## src/rtl/circle_span_rasterizer_assert.svh

```systemverilog
// Assertion macros shared by the circle span rasteriser modules.
// Each macro expects signals named clk and rst in the module that uses it.
`ifndef CIRCLE_SPAN_RASTERIZER_ASSERT_SVH
`define CIRCLE_SPAN_RASTERIZER_ASSERT_SVH

// Consequent must hold in the same cycle as the antecedent.
`define CSR_ASSERT_HOLDS(label, ante, cons) \
  label: assert property (@(posedge clk) disable iff (rst) (ante) |-> (cons)) \
    else $error("circle span rasteriser: same-cycle check failed");

// Consequent must hold in the cycle after the antecedent.
`define CSR_ASSERT_NEXT(label, ante, cons) \
  label: assert property (@(posedge clk) disable iff (rst) (ante) |=> (cons)) \
    else $error("circle span rasteriser: next-cycle check failed");

`endif

```

## src/rtl/csrast_pkg.sv

```systemverilog
// Shared types, constants and the span slot table of the circle span rasteriser.
// No dependencies.
package csrast_pkg;

  localparam int COORD_BITS_DEF   = 16;
  localparam int SURFACE_BITS_DEF = 13;
  localparam int REG_BITS         = 14;
  localparam int REG_INDEX_BITS   = 1;
  localparam int RADIUS_BITS      = 14;
  localparam int COLOUR_BITS      = 32;
  localparam int STEP_BITS        = 15;
  localparam int DEC_BITS         = 18;
  localparam int QUEUE_DEPTH      = 2;
  localparam int SLOT_BITS        = 4;

  localparam logic [REG_INDEX_BITS-1:0] REG_SURFACE_WIDTH  = 1'd0;
  localparam logic [REG_INDEX_BITS-1:0] REG_SURFACE_HEIGHT = 1'd1;

  localparam logic [REG_BITS-1:0] WIDTH_RESET  = 14'd640;
  localparam logic [REG_BITS-1:0] HEIGHT_RESET = 14'd480;

  localparam logic [DEC_BITS-1:0] DEC_START_BIAS = 18'd3;
  localparam logic [DEC_BITS-1:0] DEC_INC_BIAS   = 18'd6;
  localparam logic [DEC_BITS-1:0] DEC_DIAG_BIAS  = 18'd10;

  localparam logic [SLOT_BITS-1:0] SLOT_FIRST      = 4'd0;
  localparam logic [SLOT_BITS-1:0] SLOT_LAST_POINT = 4'd7;
  localparam logic [SLOT_BITS-1:0] SLOT_MARKER     = 4'd12;

  typedef enum logic [0:0] {
    OP_START = 1'b0,
    OP_STEP  = 1'b1
  } opcode_t;

  typedef enum logic [0:0] {
    KIND_SPAN   = 1'b0,
    KIND_MARKER = 1'b1
  } kind_t;

  // Control part of a job passed from the front end to the span sequencer.
  typedef struct packed {
    logic marker_only;
    logic more;
    logic fill;
  } job_ctl_t;

  // How a slot forms its row and columns from the center and the step offsets.
  typedef struct packed {
    logic row_y;
    logic row_neg;
    logic col_y;
    logic first_neg;
    logic last_neg;
  } slot_sel_t;

  // Slots 0 to 7 are the octant points, 8 to 11 the fill spans.
  function automatic slot_sel_t slot_select(input logic [SLOT_BITS-1:0] slot);
    slot_sel_t s;
    case (slot)
      4'd0:    s = '{row_y: 1'b1, row_neg: 1'b0, col_y: 1'b0, first_neg: 1'b0, last_neg: 1'b0};
      4'd1:    s = '{row_y: 1'b0, row_neg: 1'b0, col_y: 1'b1, first_neg: 1'b0, last_neg: 1'b0};
      4'd2:    s = '{row_y: 1'b1, row_neg: 1'b0, col_y: 1'b0, first_neg: 1'b1, last_neg: 1'b1};
      4'd3:    s = '{row_y: 1'b0, row_neg: 1'b1, col_y: 1'b1, first_neg: 1'b0, last_neg: 1'b0};
      4'd4:    s = '{row_y: 1'b1, row_neg: 1'b1, col_y: 1'b0, first_neg: 1'b1, last_neg: 1'b1};
      4'd5:    s = '{row_y: 1'b0, row_neg: 1'b1, col_y: 1'b1, first_neg: 1'b1, last_neg: 1'b1};
      4'd6:    s = '{row_y: 1'b1, row_neg: 1'b1, col_y: 1'b0, first_neg: 1'b0, last_neg: 1'b0};
      4'd7:    s = '{row_y: 1'b0, row_neg: 1'b0, col_y: 1'b1, first_neg: 1'b1, last_neg: 1'b1};
      4'd8:    s = '{row_y: 1'b1, row_neg: 1'b0, col_y: 1'b0, first_neg: 1'b1, last_neg: 1'b0};
      4'd9:    s = '{row_y: 1'b1, row_neg: 1'b1, col_y: 1'b0, first_neg: 1'b1, last_neg: 1'b0};
      4'd10:   s = '{row_y: 1'b0, row_neg: 1'b0, col_y: 1'b1, first_neg: 1'b1, last_neg: 1'b0};
      4'd11:   s = '{row_y: 1'b0, row_neg: 1'b1, col_y: 1'b1, first_neg: 1'b1, last_neg: 1'b0};
      default: s = '0;
    endcase
    return s;
  endfunction

endpackage

```

## src/rtl/csrast_front.sv

```systemverilog
// Front end: accepts transactions, holds the circle state and the decision variable.
// Depends on csrast_pkg and the assertion macro header.
`include "circle_span_rasterizer_assert.svh"

module csrast_front #(
  parameter int COORD_BITS = csrast_pkg::COORD_BITS_DEF
) (
  input  logic                                    clk,
  input  logic                                    rst,
  input  logic                                    in_valid,
  output logic                                    in_stall,
  input  logic                                    opcode,
  input  logic signed [COORD_BITS-1:0]            center_x,
  input  logic signed [COORD_BITS-1:0]            center_y,
  input  logic [csrast_pkg::RADIUS_BITS-1:0]      radius,
  input  logic [csrast_pkg::COLOUR_BITS-1:0]      colour,
  input  logic                                    filled,
  input  logic                                    q_full,
  output logic                                    push,
  output csrast_pkg::job_ctl_t                    job_ctl,
  output logic signed [COORD_BITS-1:0]            job_cx,
  output logic signed [COORD_BITS-1:0]            job_cy,
  output logic [csrast_pkg::STEP_BITS-1:0]        job_x,
  output logic signed [csrast_pkg::STEP_BITS-1:0] job_y,
  output logic [csrast_pkg::COLOUR_BITS-1:0]      job_colour
);
  import csrast_pkg::*;

  logic                          active;
  logic [STEP_BITS-1:0]          step_x;
  logic signed [STEP_BITS-1:0]   step_y;
  logic [DEC_BITS-1:0]           decision;
  logic signed [COORD_BITS-1:0]  held_center_x;
  logic signed [COORD_BITS-1:0]  held_center_y;
  logic [COLOUR_BITS-1:0]        held_colour;
  logic                          held_fill;

  logic                          step_ok;
  logic                          is_start;
  logic [DEC_BITS-1:0]           x_ext;
  logic [DEC_BITS-1:0]           y_ext;
  logic [DEC_BITS-1:0]           decision_step;
  logic [DEC_BITS-1:0]           decision_start;
  logic [STEP_BITS-1:0]          x_after;
  logic signed [STEP_BITS-1:0]   y_after;
  logic                          more_after;

  assign in_stall = q_full;
  assign push     = in_valid && !q_full;
  assign is_start = (opcode == OP_START);

  assign step_ok = active &&
                   ($signed({1'b0, step_x}) <= $signed({step_y[STEP_BITS-1], step_y}));

  assign x_ext = {{(DEC_BITS-STEP_BITS){1'b0}}, step_x};
  assign y_ext = {{(DEC_BITS-STEP_BITS){step_y[STEP_BITS-1]}}, step_y};

  // A negative decision keeps y; otherwise the step moves diagonally and y drops by one.
  always_comb begin
    if (decision[DEC_BITS-1]) begin
      decision_step = decision + (x_ext << 2) + DEC_INC_BIAS;
      y_after       = step_y;
    end else begin
      decision_step = decision + ((x_ext - y_ext) << 2) + DEC_DIAG_BIAS;
      y_after       = step_y - 1'b1;
    end
  end

  assign x_after        = step_x + 1'b1;
  assign more_after     = $signed({1'b0, x_after}) <= $signed({y_after[STEP_BITS-1], y_after});
  assign decision_start = DEC_START_BIAS - ({{(DEC_BITS-RADIUS_BITS){1'b0}}, radius} << 1);

  always_comb begin
    job_ctl.marker_only = 1'b1;
    job_ctl.more        = 1'b0;
    job_ctl.fill        = held_fill;
    if (is_start) begin
      job_ctl.more = 1'b1;
    end else if (step_ok) begin
      job_ctl.marker_only = 1'b0;
      job_ctl.more        = more_after;
    end
  end

  assign job_cx     = held_center_x;
  assign job_cy     = held_center_y;
  assign job_x      = step_x;
  assign job_y      = step_y;
  assign job_colour = held_colour;

  always_ff @(posedge clk) begin
    if (rst) begin
      active        <= 1'b0;
      step_x        <= '0;
      step_y        <= '0;
      decision      <= '0;
      held_center_x <= '0;
      held_center_y <= '0;
      held_colour   <= '0;
      held_fill     <= 1'b0;
    end else if (push) begin
      if (is_start) begin
        active        <= 1'b1;
        step_x        <= '0;
        step_y        <= $signed({{(STEP_BITS-RADIUS_BITS){1'b0}}, radius});
        decision      <= decision_start;
        held_center_x <= center_x;
        held_center_y <= center_y;
        held_colour   <= colour;
        held_fill     <= filled;
      end else if (step_ok) begin
        step_x   <= x_after;
        step_y   <= y_after;
        decision <= decision_step;
      end
    end
  end

  `CSR_ASSERT_NEXT(a_start_loads, push && is_start, active && step_x == '0)
  `CSR_ASSERT_NEXT(a_step_advances, push && !is_start && step_ok, step_x == $past(step_x) + 1'b1)

endmodule

```

## src/rtl/csrast_queue.sv

```systemverilog
// Short job queue between the front end and the span sequencer.
// Depends on csrast_pkg and the assertion macro header.
`include "circle_span_rasterizer_assert.svh"

module csrast_queue #(
  parameter int WIDTH = 8
) (
  input  logic             clk,
  input  logic             rst,
  input  logic             push,
  input  logic [WIDTH-1:0] push_data,
  input  logic             pop,
  output logic             head_valid,
  output logic [WIDTH-1:0] head_data,
  output logic             full
);
  import csrast_pkg::*;

  localparam int PTR_BITS = (QUEUE_DEPTH > 1) ? $clog2(QUEUE_DEPTH) : 1;
  localparam int CNT_BITS = $clog2(QUEUE_DEPTH + 1);
  localparam logic [PTR_BITS-1:0] PTR_LAST = PTR_BITS'(QUEUE_DEPTH - 1);
  localparam logic [CNT_BITS-1:0] CNT_FULL = CNT_BITS'(QUEUE_DEPTH);

  logic [WIDTH-1:0]    entries [QUEUE_DEPTH];
  logic [PTR_BITS-1:0] wr_ptr;
  logic [PTR_BITS-1:0] rd_ptr;
  logic [CNT_BITS-1:0] count;

  assign head_valid = (count != '0);
  assign full       = (count == CNT_FULL);
  assign head_data  = entries[rd_ptr];

  always_ff @(posedge clk) begin
    if (push) begin
      entries[wr_ptr] <= push_data;
    end
  end

  always_ff @(posedge clk) begin
    if (rst) begin
      wr_ptr <= '0;
      rd_ptr <= '0;
      count  <= '0;
    end else begin
      if (push) begin
        wr_ptr <= (wr_ptr == PTR_LAST) ? '0 : wr_ptr + 1'b1;
      end
      if (pop) begin
        rd_ptr <= (rd_ptr == PTR_LAST) ? '0 : rd_ptr + 1'b1;
      end
      if (push && !pop) begin
        count <= count + 1'b1;
      end else if (pop && !push) begin
        count <= count - 1'b1;
      end
    end
  end

  `CSR_ASSERT_HOLDS(a_count_bound, 1'b1, count <= CNT_FULL)
  `CSR_ASSERT_HOLDS(a_pop_needs_entry, pop, head_valid)
  `CSR_ASSERT_NEXT(a_pop_drains, pop && !push, count == $past(count) - 1'b1)

endmodule

```

## src/rtl/csrast_back.sv

```systemverilog
// Span sequencer: walks up to twelve span slots of a job, clips them and drives
// the output register. Depends on csrast_pkg and the assertion macro header.
`include "circle_span_rasterizer_assert.svh"

module csrast_back #(
  parameter int COORD_BITS   = csrast_pkg::COORD_BITS_DEF,
  parameter int SURFACE_BITS = csrast_pkg::SURFACE_BITS_DEF
) (
  input  logic                                    clk,
  input  logic                                    rst,
  input  logic                                    head_valid,
  input  csrast_pkg::job_ctl_t                    head_ctl,
  input  logic signed [COORD_BITS-1:0]            head_cx,
  input  logic signed [COORD_BITS-1:0]            head_cy,
  input  logic [csrast_pkg::STEP_BITS-1:0]        head_x,
  input  logic signed [csrast_pkg::STEP_BITS-1:0] head_y,
  input  logic [csrast_pkg::COLOUR_BITS-1:0]      head_colour,
  input  logic [SURFACE_BITS:0]                   lim_w,
  input  logic [SURFACE_BITS:0]                   lim_h,
  output logic                                    pop,
  output logic                                    out_valid,
  input  logic                                    out_stall,
  output logic                                    kind,
  output logic [SURFACE_BITS-1:0]                 row,
  output logic [SURFACE_BITS-1:0]                 col_first,
  output logic [SURFACE_BITS-1:0]                 col_last,
  output logic [csrast_pkg::COLOUR_BITS-1:0]      pixel_value,
  output logic                                    more_steps
);
  import csrast_pkg::*;

  // Wide enough for center plus offset and for the surface limit, with sign.
  localparam int EA = (COORD_BITS > STEP_BITS + 1) ? COORD_BITS : STEP_BITS + 1;
  localparam int EW = (EA + 1 > SURFACE_BITS + 2) ? EA + 1 : SURFACE_BITS + 2;

  logic [SLOT_BITS-1:0] slot;
  logic [SLOT_BITS-1:0] slot_eff;
  slot_sel_t            sel;
  logic                 is_marker;
  logic                 out_free;
  logic                 emit;
  logic                 advance;

  logic signed [EW-1:0] cx_e;
  logic signed [EW-1:0] cy_e;
  logic signed [EW-1:0] x_e;
  logic signed [EW-1:0] y_e;
  logic signed [EW-1:0] row_off;
  logic signed [EW-1:0] col_off;
  logic signed [EW-1:0] row_v;
  logic signed [EW-1:0] first_v;
  logic signed [EW-1:0] last_v;
  logic signed [EW-1:0] h_e;
  logic signed [EW-1:0] w_last;
  logic signed [EW-1:0] first_c;
  logic signed [EW-1:0] last_c;
  logic                 drop;

  assign slot_eff  = head_ctl.marker_only ? SLOT_MARKER : slot;
  assign is_marker = (slot_eff == SLOT_MARKER);
  assign sel       = slot_select(slot_eff);

  assign cx_e = {{(EW-COORD_BITS){head_cx[COORD_BITS-1]}}, head_cx};
  assign cy_e = {{(EW-COORD_BITS){head_cy[COORD_BITS-1]}}, head_cy};
  assign x_e  = {{(EW-STEP_BITS){1'b0}}, head_x};
  assign y_e  = {{(EW-STEP_BITS){head_y[STEP_BITS-1]}}, head_y};

  assign row_off = sel.row_y ? y_e : x_e;
  assign col_off = sel.col_y ? y_e : x_e;
  assign row_v   = sel.row_neg ? cy_e - row_off : cy_e + row_off;
  assign first_v = sel.first_neg ? cx_e - col_off : cx_e + col_off;
  assign last_v  = sel.last_neg ? cx_e - col_off : cx_e + col_off;

  assign h_e    = {{(EW-SURFACE_BITS-1){1'b0}}, lim_h};
  assign w_last = {{(EW-SURFACE_BITS-1){1'b0}}, lim_w} - 1'b1;

  // Clamp the columns to the surface; a span left empty, or off the rows, is dropped.
  assign first_c = (first_v < 0) ? '0 : first_v;
  assign last_c  = (last_v > w_last) ? w_last : last_v;
  assign drop    = (row_v < 0) || (row_v >= h_e) || (first_c > last_c);

  assign out_free = !out_valid || !out_stall;
  assign emit     = head_valid && (is_marker || !drop);
  assign advance  = head_valid && (!emit || out_free);
  assign pop      = advance && is_marker;

  always_ff @(posedge clk) begin
    if (rst) begin
      slot <= SLOT_FIRST;
    end else if (advance) begin
      if (is_marker) begin
        slot <= SLOT_FIRST;
      end else if (slot == SLOT_LAST_POINT && !head_ctl.fill) begin
        slot <= SLOT_MARKER;
      end else begin
        slot <= slot + 1'b1;
      end
    end
  end

  always_ff @(posedge clk) begin
    if (rst) begin
      out_valid <= 1'b0;
    end else if (out_free) begin
      out_valid <= emit;
    end
  end

  always_ff @(posedge clk) begin
    if (emit && out_free) begin
      if (is_marker) begin
        kind        <= KIND_MARKER;
        row         <= '0;
        col_first   <= '0;
        col_last    <= '0;
        pixel_value <= '0;
        more_steps  <= head_ctl.more;
      end else begin
        kind        <= KIND_SPAN;
        row         <= row_v[SURFACE_BITS-1:0];
        col_first   <= first_c[SURFACE_BITS-1:0];
        col_last    <= last_c[SURFACE_BITS-1:0];
        pixel_value <= head_colour;
        more_steps  <= 1'b0;
      end
    end
  end

  `CSR_ASSERT_HOLDS(a_slot_range, 1'b1, slot <= SLOT_MARKER)
  `CSR_ASSERT_HOLDS(a_marker_job_slot, head_valid && head_ctl.marker_only, slot == SLOT_FIRST)
  `CSR_ASSERT_HOLDS(a_span_no_more, out_valid && kind == KIND_SPAN, !more_steps)

endmodule

```

## src/rtl/circle_span_rasterizer.sv

```systemverilog
// Top level of the circle span rasteriser: surface registers, front end, job queue
// and span sequencer. Depends on csrast_pkg, csrast_front, csrast_queue, csrast_back.
//
//   Channel  Direction  Handshake            Fields
//   in       input      in_valid/in_stall    opcode center_x center_y radius colour filled
//   out      output     out_valid/out_stall  kind row col_first col_last pixel_value more_steps
//   cfg      input      cfg_write            cfg_index cfg_data
//
// Without fill the sequencer walks the eight point slots, with fill all twelve; a start or an
// exhausted step gives only the marker. It visits one slot per cycle, clipped ones included,
// unless the output stalls, and ends with the marker. Reset clears the circle state and sets
// the surface to 640 by 480; there is no clearing pass. A stalled output holds the output
// register; the two-entry job queue lets the front end take transactions until full.
module circle_span_rasterizer #(
  parameter int COORD_BITS   = csrast_pkg::COORD_BITS_DEF,
  parameter int SURFACE_BITS = csrast_pkg::SURFACE_BITS_DEF
) (
  input  logic                                      clk,
  input  logic                                      rst,
  input  logic                                      cfg_write,
  input  logic [csrast_pkg::REG_INDEX_BITS-1:0]     cfg_index,
  input  logic [csrast_pkg::REG_BITS-1:0]           cfg_data,
  input  logic                                      in_valid,
  output logic                                      in_stall,
  input  logic                                      opcode,
  input  logic signed [COORD_BITS-1:0]              center_x,
  input  logic signed [COORD_BITS-1:0]              center_y,
  input  logic [csrast_pkg::RADIUS_BITS-1:0]        radius,
  input  logic [csrast_pkg::COLOUR_BITS-1:0]        colour,
  input  logic                                      filled,
  output logic                                      out_valid,
  input  logic                                      out_stall,
  output logic                                      kind,
  output logic [SURFACE_BITS-1:0]                   row,
  output logic [SURFACE_BITS-1:0]                   col_first,
  output logic [SURFACE_BITS-1:0]                   col_last,
  output logic [csrast_pkg::COLOUR_BITS-1:0]        pixel_value,
  output logic                                      more_steps
);
  import csrast_pkg::*;

  localparam int JOB_W = $bits(job_ctl_t) + 2 * COORD_BITS + 2 * STEP_BITS + COLOUR_BITS;
  localparam int LIM_BITS = SURFACE_BITS + 1;
  localparam logic [31:0] SURF_CAP = 32'd1 << SURFACE_BITS;

  logic [REG_BITS-1:0] surface_width;
  logic [REG_BITS-1:0] surface_height;
  logic [LIM_BITS-1:0] lim_w;
  logic [LIM_BITS-1:0] lim_h;

  logic                          push;
  logic                          pop;
  logic                          q_full;
  logic                          head_valid;
  logic [JOB_W-1:0]              push_data;
  logic [JOB_W-1:0]              head_data;

  job_ctl_t                      job_ctl;
  logic signed [COORD_BITS-1:0]  job_cx;
  logic signed [COORD_BITS-1:0]  job_cy;
  logic [STEP_BITS-1:0]          job_x;
  logic signed [STEP_BITS-1:0]   job_y;
  logic [COLOUR_BITS-1:0]        job_colour;

  job_ctl_t                      head_ctl;
  logic signed [COORD_BITS-1:0]  head_cx;
  logic signed [COORD_BITS-1:0]  head_cy;
  logic [STEP_BITS-1:0]          head_x;
  logic signed [STEP_BITS-1:0]   head_y;
  logic [COLOUR_BITS-1:0]        head_colour;

  always_ff @(posedge clk) begin
    if (rst) begin
      surface_width  <= WIDTH_RESET;
      surface_height <= HEIGHT_RESET;
    end else if (cfg_write) begin
      case (cfg_index)
        REG_SURFACE_WIDTH:  surface_width  <= cfg_data;
        REG_SURFACE_HEIGHT: surface_height <= cfg_data;
        default: ;
      endcase
    end
  end

  // Register values beyond the addressable surface are capped so every output fits.
  assign lim_w = (32'(surface_width) > SURF_CAP) ? LIM_BITS'(SURF_CAP)
                                                 : LIM_BITS'(surface_width);
  assign lim_h = (32'(surface_height) > SURF_CAP) ? LIM_BITS'(SURF_CAP)
                                                  : LIM_BITS'(surface_height);

  csrast_front #(
    .COORD_BITS (COORD_BITS)
  ) u_front (
    .clk        (clk),
    .rst        (rst),
    .in_valid   (in_valid),
    .in_stall   (in_stall),
    .opcode     (opcode),
    .center_x   (center_x),
    .center_y   (center_y),
    .radius     (radius),
    .colour     (colour),
    .filled     (filled),
    .q_full     (q_full),
    .push       (push),
    .job_ctl    (job_ctl),
    .job_cx     (job_cx),
    .job_cy     (job_cy),
    .job_x      (job_x),
    .job_y      (job_y),
    .job_colour (job_colour)
  );

  assign push_data = {job_ctl, job_cx, job_cy, job_x, job_y, job_colour};
  assign {head_ctl, head_cx, head_cy, head_x, head_y, head_colour} = head_data;

  csrast_queue #(
    .WIDTH (JOB_W)
  ) u_queue (
    .clk        (clk),
    .rst        (rst),
    .push       (push),
    .push_data  (push_data),
    .pop        (pop),
    .head_valid (head_valid),
    .head_data  (head_data),
    .full       (q_full)
  );

  csrast_back #(
    .COORD_BITS   (COORD_BITS),
    .SURFACE_BITS (SURFACE_BITS)
  ) u_back (
    .clk         (clk),
    .rst         (rst),
    .head_valid  (head_valid),
    .head_ctl    (head_ctl),
    .head_cx     (head_cx),
    .head_cy     (head_cy),
    .head_x      (head_x),
    .head_y      (head_y),
    .head_colour (head_colour),
    .lim_w       (lim_w),
    .lim_h       (lim_h),
    .pop         (pop),
    .out_valid   (out_valid),
    .out_stall   (out_stall),
    .kind        (kind),
    .row         (row),
    .col_first   (col_first),
    .col_last    (col_last),
    .pixel_value (pixel_value),
    .more_steps  (more_steps)
  );

endmodule
```

## config.mk

```make
export PLATFORM = sky130hd
export DESIGN_NAME = circle_span_rasterizer
export DESIGN_NICKNAME = d
export VERILOG_FILES = /design/src/rtl/csrast_pkg.sv /design/src/rtl/csrast_front.sv /design/src/rtl/csrast_queue.sv /design/src/rtl/csrast_back.sv /design/src/rtl/circle_span_rasterizer.sv
export VERILOG_INCLUDE_DIRS = /design/src /design/src/rtl
export SDC_FILE = /design/constraint.sdc
export NUM_CORES = 1
export LEC_CHECK = 0
export BUFFER_PORTS_ARGS = -buffer_cell sky130_fd_sc_hd__buf_2
export CAP_MARGIN = 5
export CELL_PAD_IN_SITES_DETAIL_PLACEMENT = 0
export CELL_PAD_IN_SITES_GLOBAL_PLACEMENT = 1
export CORE_UTILIZATION = 40
export DETAILED_ROUTE_END_ITERATION = 7
export GPL_TIMING_DRIVEN = 1
export PLACE_DENSITY = 0.82
export SKIP_CTS_REPAIR_TIMING = 1
export SYNTH_ARGS = -nofsm -noshare
export SYNTH_HDL_FRONTEND = slang
export SYNTH_SLANG_ARGS = --single-unit
```

## constraint.sdc

```tcl
create_clock -name clk -period 14.45 [get_ports clk]
set_input_delay 0 -clock clk [delete_from_list [all_inputs] [get_ports clk]]
set_output_delay 0 -clock clk [all_outputs]
set_load 0.005 [all_outputs]
```

==> impl_metrics.toml, run 1 <==
[timing]
timing.hold.ws_ns = 0.00318
rsz0062_at_grt = "false"
setup_viol = 0
relSlewSlack_pct = 31.0
fin_setup_tns_ns = 0
clock_skew_ns = 0.0169
hold_viol = 0
max_freq_mhz = 101
period_needed_ns = 9.87
maxSlewViolCount = 0
period_share_pct = 68.3
worst_slew_pin_slew_ns = 1.03

[flow_run]
maxCapViolCount = 0

[logic_synthesis]
synth_edf_count = 267
netlist_top_cells_count = "nand2_1 (325), edfxtp_1 (267), nor2_1 (229)"
synth.area.top_cells = "edfxtp_1 (33%), dfxtp_1 (12%), ha_1 (9.9%)"
ys_seq_elements = 418
syn_nets = 2741
syn_avg_cell_area_um2 = 9.91
yosys_most_used_dff = "edfxtp_1"
syn_area_um2 = 24200
synth.top_cell.area_share_pct = 33.1
syn_inst = 2443
yosysSeqAreaShare_pct = 45.6
synth.most_common_cell = "nand2_1"
synthDistinctLibCells = 83
ys.warnings.count = 0
yosysTopAreaCell = "edfxtp_1"
synthArstFlopShare_pct = 0

[critical_path]
cpLargestDelayFamily = "compound AO/OA/AOI/OAI gates"
worstPathArrival_ns = 10.07
slowest_stage = "buf_4"
cp.required_ns = 14.65
worstPathMaxFanout = 69
timing.critical_path.mode_cell = "o21ai_0"
worstSetupEndpointType = "register"
cp_num_buf_inv = 3
critPathLaunchType = "register"
max_stage_delay_ns = 0.73
crit_type = "reg2reg"

[clock_tree]
cts_tree = "done"
clk_latency_ns = 0.59
h-tree-depth = 2
numCtsBuffers = 44
cts_num_sinks = 418
cts-root-buf = "clkbuf_16"
clk_path_buf_depth = 3
clkTransAtPathRegs_ns = 0.06

[detailed_routing]
drcViolationCount = 1
initialDrtViolationCount = 1067
wl_per_cell_um = 19.0
drtAntennaViolNets = 0
num_vias = 18900
vias_per_cell = 5.43
firstDrtPassIters = 7
finalWirelength_mm = 66.1

[cells_and_area]
diodes = 0
area_delta_synth_final_pct = 16.6
num-nets-final = 2975
drive_above_1_share_pct = 13.2
final_area_um2 = 28200
stdcell_count = 3486

[power_and_ir_drop]
p_leak_nw = 11.2
combinationalPowerShare_pct = 49.6
p_int_w = 0.00324
p_clk_share_pct = 20.2
power_w = 0.00550
ir_drop_v = 0.000112
p_per_area_nw_per_um2 = 195
p_sw_w = 0.00225
pwr-share-seq_pct = 30.2
swShare_pct = 41.0

[floorplan]
pin_count = 175
dieArea_um2 = 61500
dieHeight_um = 248
core-area_um2 = 59400
start_util_pct = 40.8
dieWidth_um = 248
row_count = 89

[worst_hold_path]
min_path_type = "in2reg"

[global_route]
grt_overflow_total = 0
grt_use_total_pct = 21.0
antenna_found_initial = 0
grt_pass1_vias = 18100
grt_max_degree = 85
grt_pass1_wl_mm = 101

[place]
place_congestion = 0.931
place_inst = 3304
dpl.hpwl_mm = 48.1
placed_area_um2 = 25800
numPortBuffers = 174

[outcome]
violations = "DRC"
run_status = "complete, but fails checks"
## cells in the final DEF (no fill, tap or decap), types with 59 or more instances in the layout
cell,Yosys,layout
dfxtp_1,151,150
ha_1,192,192
edfxtp_1,267,267
dlygate4sd3_1,0,100
a21oi_1,228,227
o21ai_0,98,98
nor2_1,229,227
nand2_1,325,324
nor3_1,64,64
buf_2,11,173
xnor2_1,85,85
inv_1,89,88
mux2i_1,59,59
## per-stage QoR
step / util [%] / setup slack (ns)
finish: 47.5 / 4.58
global route: 47.5 / 3.48
CTS: 45.8 / 4.50
detailed placement: 43.4 / 4.55
global placement: 43.4 / 4.77
floorplan: - / 0.572
## final timing paths
| kind | start | end | slack [ns] | depth (start not counted) |
|---|---|---|---|---|
| max | register | u_back.pixel_value[10] | 4.58 | 33 |
| min | rst | surface_height[8] | 0.003 | 3 |
| max reg2reg | register | u_back.pixel_value[10] | 4.58 | 33 |
| min reg2reg | u_front.job_colour[8] | u_queue.entries[0][8] | 0.45 | 0 |
## power groups by stage
stage,Sequential [W],Clock [W],Combinational [W]
2_1_floorplan,0.00170,0,0.00187
3_5_place_dp,0.00169,0,0.00269
4_1_cts,0.00166,0.00114,0.00270
5_1_grt,0.00168,0.00118,0.00304
6_report,0.00166,0.00111,0.00273
3_3_place_gp,0.00168,0,0.00265
## layer usage
layer	vias to the layer above	track usage (%)	routed length, um
li1	9292	-	-
met1	9072	26.9	28500
met2	450	36.8	33000
met3	104	2.35	2570
met4	0	6.95	2090
met5	-	0	0
## layout make-up
cell class              count  area [um^2]
clock buffers              54         1190
clock inverters            28          240
repair buffers            296         2040
flip-flops and latches    418        11000
well taps                 773          967
multi-input cells        1826        12400
inverters                  91          342
fillers                  5489        31100
## logic make-up after synthesis
group                      share of synthesized area, %
xor gates and xnor gates                           4.85
DFF                                                45.6
adders and majority gates                          10.4
AOI/OAI and AO/OA                                  13.9
buffers and inverters                              3.36
and+or+nand+nor                                    15.4
muxes                                              6.41
## sequential cells by signal, indices dropped and copies added (netlist names), 13 cells and up, named ones only
name,cells
u_back.pixel_value,32
u_queue.entries,194
u_front.job_cy,16
u_front.job_x,15
u_back.col_first,13
u_front.job_y,15
u_back.col_last,13
surface_height,14
u_back.row,13
u_front.decision,17
surface_width,14
u_front.job_colour,32
u_front.job_cx,16
## tightest hold or removal path: cells and delay by family
kind / cells / cell delay (ns)
and+or+nand+nor: 1 / 0.16
buffers and inverters: 2 / 0.38
No activity file was read; power rests on OpenSTA's default activity.
==> run 2: changes to the inputs <==
--- a/config.mk
+++ b/config.mk
@@ -13,7 +13,7 @@
 export CORE_UTILIZATION = 40
 export DETAILED_ROUTE_END_ITERATION = 7
 export GPL_TIMING_DRIVEN = 1
-export PLACE_DENSITY = 0.82
+export PLACE_DENSITY = 0.79
 export SKIP_CTS_REPAIR_TIMING = 1
 export SYNTH_ARGS = -nofsm -noshare
 export SYNTH_HDL_FRONTEND = slang
==> constraint.sdc (replaced) <==
create_clock -name clk -period 9.49 [get_ports clk]
set_input_delay 0 -clock clk [delete_from_list [all_inputs] [get_ports clk]]
set_output_delay 0 -clock clk [all_outputs]
set_load 0.005 [all_outputs]
==> run 2 against run 1 <==
Against the previous run:
- count of clock-buffer cells in the layout is 6 higher
- first-iteration DRC count grew 0.84%
- largest cell class unchanged
- the flow now finishes without violations
- flip-flop and latch count stayed put
- critical endpoint is now u_back.pixel_value[2]
==> impl_metrics.toml, run 2 (synthesis results as in run 1) <==
[critical_path]
critPathLaunchType = "register"
r2r_setup_slack_ns = 0.69
worstPathArrival_ns = 9.08
worstPathMaxFanout = 35
max_stage_delay_ns = 0.56
cp.required_ns = 9.77
rr_worst_depth = 34
timing.critical_path.mode_cell = "o21ai_0"
slowest_stage = "or4_1"
r2r-end = "u_back.pixel_value[2]"
crit_type = "reg2reg"
regToRegStartpoint = "u_queue.entries[1][96]"
worstSetupEndpointType = "register"

[floorplan]
start_util_pct = 40.8
pin_count = 175
dieArea_um2 = 61500
core-area_um2 = 59400
dieHeight_um = 248
dieWidth_um = 248
row_count = 89

[clock_tree]
cts_tree = "done"
cts-root-buf = "clkbuf_16"
clkTransAtPathRegs_ns = 0.06
clk_latency_ns = 0.59
h-tree-depth = 2
clk_path_buf_depth = 3
cts_num_sinks = 418
numCtsBuffers = 44

[detailed_routing]
vias_per_cell = 5.39
wl_met1_mm = 28.5
initialDrtViolationCount = 1076
num_vias = 18900
route.met3.wl_mm = 2.20
wl_per_cell_um = 18.8
drtAntennaViolNets = 0
drcViolationCount = 0
routed.top_layer = "met4"
dr_wl_met2_mm = 33.2
firstDrtPassIters = 5
finalWirelength_mm = 66.1

[place]
numPortBuffers = 174
preCtsSetupSlack_ns = 0.106
dpl.hpwl_mm = 49.1
place_congestion = 0.922

[timing]
clock_skew_ns = 0.0267
period_needed_ns = 8.80
setup_viol = 0
hold_viol = 0
worst_slew_pin_slew_ns = 1.02
fin_setup_tns_ns = 0
maxSlewViolCount = 0
rsz0062_at_grt = "false"
period_share_pct = 92.8
max_freq_mhz = 114
setup_ws_ns = 0.688
relSlewSlack_pct = 31.8

[global_route]
grt_pass1_vias = 18200
grt_pass1_wl_mm = 100
grt_max_degree = 83
grt_use_total_pct = 21.0
antenna_found_initial = 0
grt_overflow_total = 0

[flow_run]
maxCapViolCount = 0

[cells_and_area]
area_delta_synth_final_pct = 17.7
largest_register_ffs = 194
num-nets-final = 2999
most-common-layout-cells = "nand2_1 (324), edfxtp_1 (267), nor2_1 (227)"
largest_register = "u_queue.entries"
drive_above_1_share_pct = 14.2
diodes = 0
layout_commonest_cell = "nand2_1"

[worst_hold_path]
hp-start = "cfg_write"
hold_end = "surface_width[1]"
min_path_type = "in2reg"
worstHoldPathCells = 4

[power_and_ir_drop]
ir_drop_v = 0.000138
p_per_area_nw_per_um2 = 298
p_leak_nw = 11.3

[outcome]
run_status = "completed"
-- run 2: changes by cell type in the layout (fill, tap and decap cells not counted), sizes merged --
cell	previous run	this run
buf	196	218
clkinv	21	13
clkbuf	54	60
clkinvlp	3	5
dlygate4sd3	100	102
bufinv	2	1
inv	93	94
-- run 2: where the power goes --
part           leakage (nW)  internal (W)  switching [W]
Clock                 0.679      0.000940       0.000729
Combinational          6.84       0.00171        0.00258
Sequential             3.81       0.00237       0.000146
Total                  11.3       0.00502        0.00346
-- run 2: critical path: cells and delay by family (launching register included) --
family / cells / cell delay, ns
AO/OA/AOI/OAI: 20 / 4.43
multiplexers: 3 / 0.96
adder cells (fa/ha/maj): 3 / 0.91
XOR/XNOR: 1 / 0.19
flip-flops: 1 / 0.42
buffers and inverters: 2 / 0.41
AND/OR/NAND/NOR: 5 / 1.11
-- run 2: metrics by stage --
step | hold slack, ns | cell area, um^2 | power (W) | utilization, % | std cells
4_1_cts | -0.381 | 27400 | 0.00845 | 46.2 | 3405
6_report | 0.0332 | 28500 | 0.00848 | 48.0 | 3510
5_1_grt | 0.0483 | 28500 | 0.00910 | 48.0 | 3510
2_1_floorplan | 0.124 | 24300 | 0.00543 | - | 2443
3_3_place_gp | 0.241 | 26000 | 0.00668 | 43.8 | 3323
3_5_place_dp | 0.249 | 26000 | 0.00676 | 43.8 | 3323
-- run 2: final cells by class --
class / instances / area, um^2
Sequential cell: 418 / 11000
Clock inverter: 22 / 205
Timing Repair Buffer: 320 / 2270
Clock buffer: 60 / 1210
Multi-Input combinational cell: 1826 / 12500
Inverter: 91 / 342
Fill cell: 5515 / 30900
Tap cell: 773 / 967
-- run 2: worst max path at each step --
| stage | startpoint | end | slack (ns) | cells after the start |
|---|---|---|---|---|
| floorplan | register | u_back.col_first[0] | 0.002 | 38 |
| global placement | u_queue.entries[1][96] | u_back.pixel_value[4] | 0.46 | 35 |
| detailed placement | u_queue.entries[1][96] | u_back.pixel_value[3] | 0.11 | 33 |
| CTS | u_queue.entries[1][96] | u_back.col_first[1] | 0.08 | 33 |
| global route | u_queue.entries[0][96] | u_back.col_first[7] | 0.04 | 34 |
| finish | u_queue.entries[1][96] | u_back.pixel_value[2] | 0.69 | 34 |
-- run 2: routing by layer --
metal | global-route usage, % | vias to the layer above
li1 | - | 9326
met2 | 37.1 | 403
met5 | 0 | -
met3 | 2.35 | 108
met1 | 26.2 | 9069
met4 | 7.51 | 0
==> run 3: changes to the inputs <==
--- a/config.mk
+++ b/config.mk
@@ -11,9 +11,11 @@
 export CELL_PAD_IN_SITES_DETAIL_PLACEMENT = 0
 export CELL_PAD_IN_SITES_GLOBAL_PLACEMENT = 1
 export CORE_UTILIZATION = 40
+export CTS_CLUSTER_DIAMETER = 80
 export DETAILED_ROUTE_END_ITERATION = 7
 export GPL_TIMING_DRIVEN = 1
-export PLACE_DENSITY = 0.79
+export MAX_ROUTING_LAYER = met4
+export PLACE_DENSITY = 0.72
 export SKIP_CTS_REPAIR_TIMING = 1
 export SYNTH_ARGS = -nofsm -noshare
 export SYNTH_HDL_FRONTEND = slang
==> run 3 against run 2 <==
Against the previous run:
- routed wire length is essentially flat
- global-route usage grew 0.86 points
- total power shrank 0.86%
- register-to-register slack lost 0.04 ns
- critical path type unchanged
- cell count grew 0.11%
- non-clock buffer count grew 2
- via count shrank 0.36%
- sequential share of layout area is essentially flat
- utilization grew 0.050 points
- setup slack lost 0.038 ns
- clock power is essentially flat
- fmax shrank 0.43%
==> impl_metrics.toml, run 3 (synthesis results as in run 1) <==
[timing]
setup_ws_ns = 0.650
relSlewSlack_pct = 40.8
max_freq_mhz = 113
period_needed_ns = 8.84
maxSlewViolCount = 0
hold_viol = 0
worst_slew_pin_slew_ns = 0.865
period_share_pct = 93.2
setup_viol = 0
clock_skew_ns = 0.0174

[floorplan]
dieArea_um2 = 61500
start_util_pct = 40.8
core-area_um2 = 59400
pin_count = 175
dieHeight_um = 248
dieWidth_um = 248
row_count = 89

[critical_path]
worstSetupEndpointType = "register"
crit_type = "reg2reg"
cp.required_ns = 9.76
slowest_stage = "or4_1"
worstPathMaxFanout = 36
critPathLaunchType = "register"
max_stage_delay_ns = 0.52
worstPathArrival_ns = 9.11

[clock_tree]
clk_latency_ns = 0.58
clk_path_buf_depth = 3
cts_num_sinks = 418
h-tree-depth = 2
cts-root-buf = "clkbuf_16"
numCtsBuffers = 45
clkTransAtPathRegs_ns = 0.06
cts_tree = "done"

[cells_and_area]
largest_register_ffs = 194
layout_commonest_cell = "nand2_1"
n_fill_cell = 5490
drive_above_1_share_pct = 13.7
stdcell_count = 3514
num-nets-final = 3002
largest_register = "u_queue.entries"
area_delta_synth_final_pct = 17.9
diodes = 0
final_core_util_pct = 48.1
most-common-layout-cells = "nand2_1 (324), edfxtp_1 (267), nor2_1 (227)"
final_area_um2 = 28500

[global_route]
grt_use_total_pct = 21.8
grt_max_degree = 67
antenna_found_initial = 0
grt_pass1_wl_mm = 101
grt_pass1_vias = 18300
grt_overflow_total = 0

[place]
numPortBuffers = 174
preCtsSetupSlack_ns = 0.342
placed_area_um2 = 25900
dpl.hpwl_mm = 48.8
place_congestion = 0.934
place_inst = 3315

[power_and_ir_drop]
p_per_area_nw_per_um2 = 295
ir_drop_v = 0.000144
p_leak_nw = 11.4

[worst_hold_path]
min_path_type = "in2reg"

[detailed_routing]
finalWirelength_mm = 66.1
firstDrtPassIters = 7
wl_per_cell_um = 18.8
num_vias = 18800
vias_per_cell = 5.36
drtAntennaViolNets = 0
drcViolationCount = 0
initialDrtViolationCount = 800

[outcome]
run_status = "completed"

[flow_run]
maxCapViolCount = 0
[run 3: cell types whose count changed in the layout (fill, tap and decap cells not counted), sizes merged]
cell and change:
dlygate4sd3 +13, clkinvlp -3, clkinv +3, inv -1, buf -11, clkbuf +3
[run 3: layer usage]
| layer | GRT usage (%) | share of wire [%] | wire [um] |
|---|---|---|---|
| met1 | 26.0 | 43 | 28100 |
| met2 | 38.7 | 51 | 34000 |
| met5 | - | 0 | 0 |
| met4 | 6.23 | 2.6 | 1730 |
| met3 | 2.37 | 3.3 | 2200 |
[run 3: final cells by class]
class | instances | area, um^2 | share of cell area [%]
clock buffer | 63 | 1250 | 4.39
clock inverter | 21 | 171 | 0.601
inverter | 91 | 342 | 1.20
multi-input combinational | 1826 | 12400 | 43.6
sequential | 418 | 11000 | 38.7
tap | 773 | 967 | 3.39
timing repair buffer | 322 | 2310 | 8.10
[run 3: power breakdown]
group | switching [W] | internal, W | total [W]
Clock | 0.000723 | 0.000959 | 0.00168
Combinational | 0.00255 | 0.00166 | 0.00421
Sequential | 0.000146 | 0.00237 | 0.00252
[run 3: per-stage QoR]
| step | hold slack (ns) | TNS, ns | power, W |
|---|---|---|---|
| 2_1_floorplan | 0.124 | 0 | 0.00543 |
| 3_3_place_gp | 0.241 | 0 | 0.00664 |
| 3_5_place_dp | 0.250 | 0 | 0.00671 |
| 4_1_cts | -0.366 | 0 | 0.00841 |
| 5_1_grt | 0.0638 | -0.113 | 0.00902 |
| 6_report | 0.0271 | 0 | 0.00841 |
[run 3: worst max-delay path: cells and delay by family (launching register included)]
| kind | cells | cell delay [ns] |
|---|---|---|
| flip-flops | 1 | 0.42 |
| XOR/XNOR | 1 | 0.28 |
| AND/OR/NAND/NOR | 5 | 0.92 |
| AO/OA/AOI/OAI | 20 | 4.15 |
| adder cells (fa/ha/maj) | 4 | 1.21 |
| buffers and inverters | 3 | 0.62 |
| multiplexers | 3 | 0.87 |
[run 3: final timing paths]
| path | depth (start not counted) | from | slack [ns] | endpoint |
|---|---|---|---|---|
| max | 36 | u_queue.entries[1][96] | 0.65 | u_back.pixel_value[6] |
| min reg2reg | 0 | u_front.job_cy[5] | 0.45 | u_queue.entries[0][67] |
| min | 4 | cfg_write | 0.03 | surface_width[5] |
| max reg2reg | 36 | u_queue.entries[1][96] | 0.65 | u_back.pixel_value[6] |
